$ cat config.mk
export PLATFORM = sky130hd
export DESIGN_NAME = qrs_fifo
export DESIGN_NICKNAME = d
export VERILOG_FILES = /design/src/qrs_fifo.sv
export SDC_FILE = /design/constraint.sdc
export NUM_CORES = 1
export LEC_CHECK = 0
export ABC_AREA = 1
export BUFFER_PORTS_ARGS = -buffer_cell sky130_fd_sc_hd__buf_2
export CAP_MARGIN = 20
export CORE_ASPECT_RATIO = 1.4
export CORE_MARGIN = 10
export CORE_UTILIZATION = 50
export DETAILED_ROUTE_END_ITERATION = 16
export GPL_TIMING_DRIVEN = 0
export PLACE_DENSITY_LB_ADDON = 0.15
export SLEW_MARGIN = 15
export SYNTH_ARGS = -nofsm -noshare
export SYNTH_HDL_FRONTEND = slang
export SYNTH_SLANG_ARGS = --single-unit
$ cat constraint.sdc
create_clock -name clk -period 1.3 [get_ports clk]
set_clock_uncertainty 0.2 [all_clocks]
set_input_delay 0.065 -clock clk [delete_from_list [all_inputs] [get_ports clk]]
set_output_delay 0.065 -clock clk [all_outputs]
set_load 0.05 [all_outputs]
$ cat src/qrs_fifo.sv
module qrs_fifo #(
    parameter int WIDTH = 8,
    parameter int DEPTH = 4
) (
    input  logic             clk,
    input  logic             rst_n,
    input  logic             push,
    input  logic [WIDTH-1:0] wr_data,
    input  logic             pop,
    output logic [WIDTH-1:0] rd_data,
    output logic             full,
    output logic             empty
);
    localparam int AW = $clog2(DEPTH);
    localparam int CW = $clog2(DEPTH + 1);

    logic [WIDTH-1:0] mem_reg [DEPTH];
    logic [AW-1:0]    wr_ptr_reg, rd_ptr_reg, wr_ptr_next, rd_ptr_next;
    logic [CW-1:0]    count_reg, count_next;

    assign full    = (count_reg == CW'(DEPTH));
    assign empty   = (count_reg == '0);
    assign rd_data = mem_reg[rd_ptr_reg];

    // pointer and fill count
    always_comb
    begin
        wr_ptr_next = wr_ptr_reg;
        rd_ptr_next = rd_ptr_reg;
        count_next  = count_reg;
        if (push)
        begin
            wr_ptr_next = (wr_ptr_reg == AW'(DEPTH - 1)) ? '0 : wr_ptr_reg + 1'b1;
        end
        if (pop)
        begin
            rd_ptr_next = (rd_ptr_reg == AW'(DEPTH - 1)) ? '0 : rd_ptr_reg + 1'b1;
        end
        if (push && !pop)
        begin
            count_next = count_reg + 1'b1;
        end
        else if (pop && !push)
        begin
            count_next = count_reg - 1'b1;
        end
    end

    always_ff @(posedge clk or negedge rst_n)
    begin
        if (!rst_n)
        begin
            wr_ptr_reg <= '0;
            rd_ptr_reg <= '0;
            count_reg  <= '0;
        end
        else
        begin
            wr_ptr_reg <= wr_ptr_next;
            rd_ptr_reg <= rd_ptr_next;
            count_reg  <= count_next;
        end
    end

    // storage
    always_ff @(posedge clk)
    begin
        if (push)
        begin
            mem_reg[wr_ptr_reg] <= wr_data;
        end
    end

endmodule

After elaboration in Yosys (flattened, before gate mapping)
Memories as Yosys holds them, arrays and structs flattened.
Index checks and enable logic that the tools add are counted.
{ "totals": {"reg_bits": 7, "ramBits": 32, "inputBits": 12, "out_inout_bits": 10, "elab_cells": 23, "mem_count": 1} }
{ "op_classes": {"add_sub_neg": 4, "n_eq_ne": 3, "muxes": 6, "reduce_logical": 6} }
{ "mem_list": {"columns": ["name", "words", "word_bits", "rd", "rd_ports_with_merged_regs", "wr", "line", "text"], "rows": [
  ["mem_reg", 4, 8, 1, 0, 1, "17", "logic [WIDTH-1:0] mem_reg [DEPTH];"]
]} }
{ "op_table": {"columns": ["op", "count"], "rows": [
  ["3-bit two-way mux", 2],
  ["2-bit by 1-bit adder with 2-bit output (second input constant)", 2],
  ["2-bit == test (second input constant)", 2],
  ["2-bit two-way mux", 2],
  ["3-bit by 1-bit adder with 3-bit output (second input constant)", 1],
  ["3-bit == test (second input constant)", 1],
  ["3-bit logical NOT", 1],
  ["3-bit by 1-bit subtractor with 3-bit output (second input constant)", 1],
  ["1-bit logical AND", 2],
  ["1-bit logical NOT", 2],
  ["1-bit two-way mux", 2],
  ["2-bit nonzero test", 1]
]} }

Depth between registers and ports, before layout
{ "depth": {"ltp_word": 4, "depth_mapped": 9, "ltp_nobuf": 9} }

Worst setup path before layout
OpenSTA, ideal clock, no wires.
{ "synth_timing": {"path_type": "reg2out", "startpoint": "register count_reg[0]", "endpoint": "output full", "t_arrival_ns": 1.513, "required_ns": 1.035, "path_slack_ns": -0.478, "path_stages_with_launch": 2, "n_path_buf": 0, "cell_sequence": "dfrtp_1 -> nor3_1"} }
{ "synth_between": {"elab_chain_cells": 1} }
{ "synth_lines": {"columns": ["element", "line", "text"], "rows": [
  ["from (decl)", "19", "logic [CW-1:0] count_reg, count_next;"],
  ["from (signal assigned)", "61", "count_reg <= count_next;"],
  ["3-bit == test", "21", "assign full = (count_reg == CW'(DEPTH));"],
  ["to (decl)", "11", "output logic full,"]
]} }
No other way between the ends.

Final worst setup path
{ "layout_timing": {"startpoint": "register rd_ptr_reg[0]", "endpoint": "output rd_data[5]"} }
{ "layout_between": {"elab_chain_cells": 1} }
{ "layout_lines": {"columns": ["element", "line", "text"], "rows": [
  ["from (decl)", "18", "logic [AW-1:0] wr_ptr_reg, rd_ptr_reg, wr_ptr_next, rd_ptr_next;"],
  ["from (signal assigned)", "60", "rd_ptr_reg <= rd_ptr_next;"],
  ["memory read 4 x 8 bit", null, null],
  ["to (decl)", "10", "output logic [WIDTH-1:0] rd_data,"]
]} }
No other way between the ends.

==> flow_summary.ini <==
[cells_and_area]
drive_above_1_share = 0.426
num-fill-cells = 226
nNetsFinal = 213
largest_register_ffs = 32
multi_input_comb_area_sq_um = 539
syn2layout_area_growth_pct = 41.7
regArea_sq_um = 1140
diodes = 0
fin_cells = 235

[timing]
timing.final.max_slew_violations = 0
period_minus_slack_ns = 1.62
tightest_slew_ns = 0.332
fmax_mhz = 617
setup_ws_ns = -0.320
hold_viol = 2
setup_viol = 44
fin_hold_ws_ns = -0.212
rsz0062_at_grt = yes
slew_headroom = 0.778
finalCritPeriodShare = 1.25

[floorplan]
die_area_sq_um = 6180
core_area_sq_um = 3350
io_pins = 22
initial_core_util = 0.510
fp.dieW_um = 69.4
rows = 25
die_y_um = 89.1

[global_routing]
grt_max_degree = 13
grt_pass1_wl_mm = 5.62
antenna_found_initial = 0
grt_pass1_vias = 1274
grtUsageTotal = 0.118
overflow = 0

[clock_tree]
cts_root_buf = clkbuf_8
cts_tree = yes
htree_levels = 2
cts.sinks = 39
cts_buffers = 5
clk_pin_slew_ns = 0.07
insertion_delay_ns = 0.29
postCtsHoldBufs = 11
cts_buffer_depth = 2

[min_path]
worstHoldPathCells = 2
worst_hold_path.endpoint = rd_ptr_reg[1]$_DFFE_PN0P_
holdCritStartpoint = pop
hold_path.class = input pin to flop

[outcome]
violations = negative hold slack, negative setup slack
run_status = complete, but fails checks

[setup_path]
r2r_cells = 3
crit_fanout = 10
worstPathRequired_ns = 1.03
worstPathArrival_ns = 1.35
setup.worst_path.start_class = flop
r2r_slack_ns = -0.14
crit_path_end_kind = output port
r2r-end = mem_reg[3][2]$_DFFE_PP_
r2r-start = wr_ptr_reg[0]$_DFFE_PN0P_
path_class = flop to output port

[detailed_routing]
vias_per_cell = 5.08
first_iter_violations = 48
wl_per_cell_um = 15.2
drc = 0
dr.pass1.iters = 4
vias = 1193
detail-route-antenna-nets = 0
routed_wl_mm = 3.56

[logic_synthesis]
syn_inst = 144
synth_top_area_frac = 0.563
synth.distinct_cells = 18
ys_top_cells_by_area = edfxtp_1 56%, dfrtp_1 10%, nand2_1 8.6%
ys_seq_area_frac = 0.666
avgSynthCellArea_sq_um = 11.8
syn-num-nets = 163
synth_top_cell_by_area = edfxtp_1
ys_ff_latch = 39
synth_warnings = 0
syn_area_sq_um = 1710

[power_and_ir_drop]
p_comb_frac = 0.527
powerDensity_nw_per_um2 = 2450
p_seq_frac = 0.309
peakVddDrop_mv = 1.65
p_int_uw = 3510
netSwitchingFraction = 0.408
switching_power_uw = 2420
clkPwrFrac = 0.163
p_leak_uw = 0.00103

[placement]
hpwl_mm = 2.27
portBuffers = 21
finalWeightedCongestion = 0.729
post-place-cells = 205

[run]
drv_cap = 0
[metal layers]
layer / vias up / share of wire / track usage
li1: 583 / - / -
met1: 582 / 0.37 / 0.101
met2: 19 / 0.57 / 0.236
met3: 9 / 0.035 / 0.0278
met4: 0 / 0.029 / 0.0789
met5: - / 0 / 0
[worst max-delay path by stage]
stage                               to                 startpoint  cells after the start  slack [ns]
6_report                    rd_data[5]  rd_ptr_reg[0]$_DFFE_PN0P_                      5       -0.32
5_1_grt                     rd_data[3]  rd_ptr_reg[0]$_DFFE_PN0P_                      5       -0.38
4_1_cts                     rd_data[3]  rd_ptr_reg[0]$_DFFE_PN0P_                      6       -0.34
3_5_place_dp   mem_reg[3][2]$_DFFE_PP_  wr_ptr_reg[0]$_DFFE_PN0P_                      3       -0.17
3_3_place_gp   mem_reg[3][2]$_DFFE_PP_  wr_ptr_reg[0]$_DFFE_PN0P_                      3       -0.16
2_1_floorplan                     full   count_reg[1]$_DFFE_PN0P_                      1       -0.07
[layout by cell type (no fill, tap or decap), drive strengths merged]
cell | Yosys | routed
inv | 29 | 28
nor3 | 2 | 2
a21oi | 1 | 1
buf | 3 | 36
o211ai | 16 | 16
nand2 | 39 | 39
edfxtp | 32 | 32
dfrtp | 7 | 7
xnor2 | 1 | 1
ha | 6 | 6
clkinvlp | 0 | 1
clkbuf | 1 | 5
bufinv | 0 | 1
o21ai | 4 | 4
nand3 | 1 | 1
nand4 | 1 | 1
fa | 1 | 1
clkinv | 0 | 2
dlygate4sd3 | 0 | 11
[kinds of logic (layout without fill, tap and decap cells)]
group | count (synthesis) | in the layout | synth area share
xor gates and xnor gates | 1 | 1 | 0.00514
buffers and inverters | 33 | 84 | 0.0895
and+or+nand+nor | 43 | 43 | 0.0983
adders and majority gates | 7 | 7 | 0.0558
DFF | 39 | 39 | 0.666
AOI/OAI and AO/OA | 21 | 21 | 0.0851
[cells in the mapped netlist]
| master | count |
|---|---|
| fa_1 | 1 |
| clkbuf_8 | 1 |
| buf_6 | 2 |
| nand4_1 | 1 |
| nand3_1 | 1 |
| edfxtp_1 | 32 |
| inv_1 | 27 |
| inv_2 | 2 |
| o21ai_1 | 1 |
| o21ai_0 | 3 |
| buf_4 | 1 |
| nor3_1 | 2 |
| o211ai_1 | 16 |
| nand2_1 | 39 |
| xnor2_1 | 1 |
| a21oi_1 | 1 |
| dfrtp_1 | 7 |
| ha_1 | 6 |
[power by group through the flow]
stage	Sequential, uW	Combinational (uW)	Clock, uW
6_report	1830	3130	970
5_1_grt	1860	3360	1020
4_1_cts	1830	2950	966
3_5_place_dp	1860	2150	0
3_3_place_gp	1840	2090	0
2_1_floorplan	1810	1670	0
[worst max-delay path, stage by stage (launching register included)]
cell and delay, ns:
dfrtp_1 0.39, inv_4 0.08, buf_6 0.15, o211ai_1 0.20, nand2_2 0.08, buf_8 0.16
[timing repair]
action	4_1_cts	5_1_grt
setup endpoints to repair	44	45
gates resized for setup	59	14
hold endpoints to repair	43	2
buffers inserted	6	3
gates cloned	2	0
pin swaps	9	8
[area by class of cell]
class,count,share of cell area
buffer,4,0.0186
tap,40,0.0207
multi-input combinational,72,0.223
clock inverter,3,0.0160
clock buffer,5,0.0285
sequential,39,0.471
inverter,29,0.0590
timing repair buffer,43,0.163
[per-stage QoR]
| step | setup slack (ns) | instance area, sq um | power, uW | setup TNS (ns) | util |
|---|---|---|---|---|---|
| 6_report | -0.320 | 2420 | 5930 | -4.67 | 0.722 |
| 5_1_grt | -0.379 | 2420 | 6230 | -6.48 | 0.722 |
| 4_1_cts | -0.341 | 2360 | 5740 | -4.45 | 0.704 |
| 3_5_place_dp | -0.172 | 1890 | 4010 | -5.64 | 0.566 |
| 3_3_place_gp | -0.159 | 1890 | 3930 | -4.52 | 0.566 |
| 2_1_floorplan | -0.0732 | 1740 | 3480 | -0.142 | - |
No activity file was read; power rests on OpenSTA's default activity.
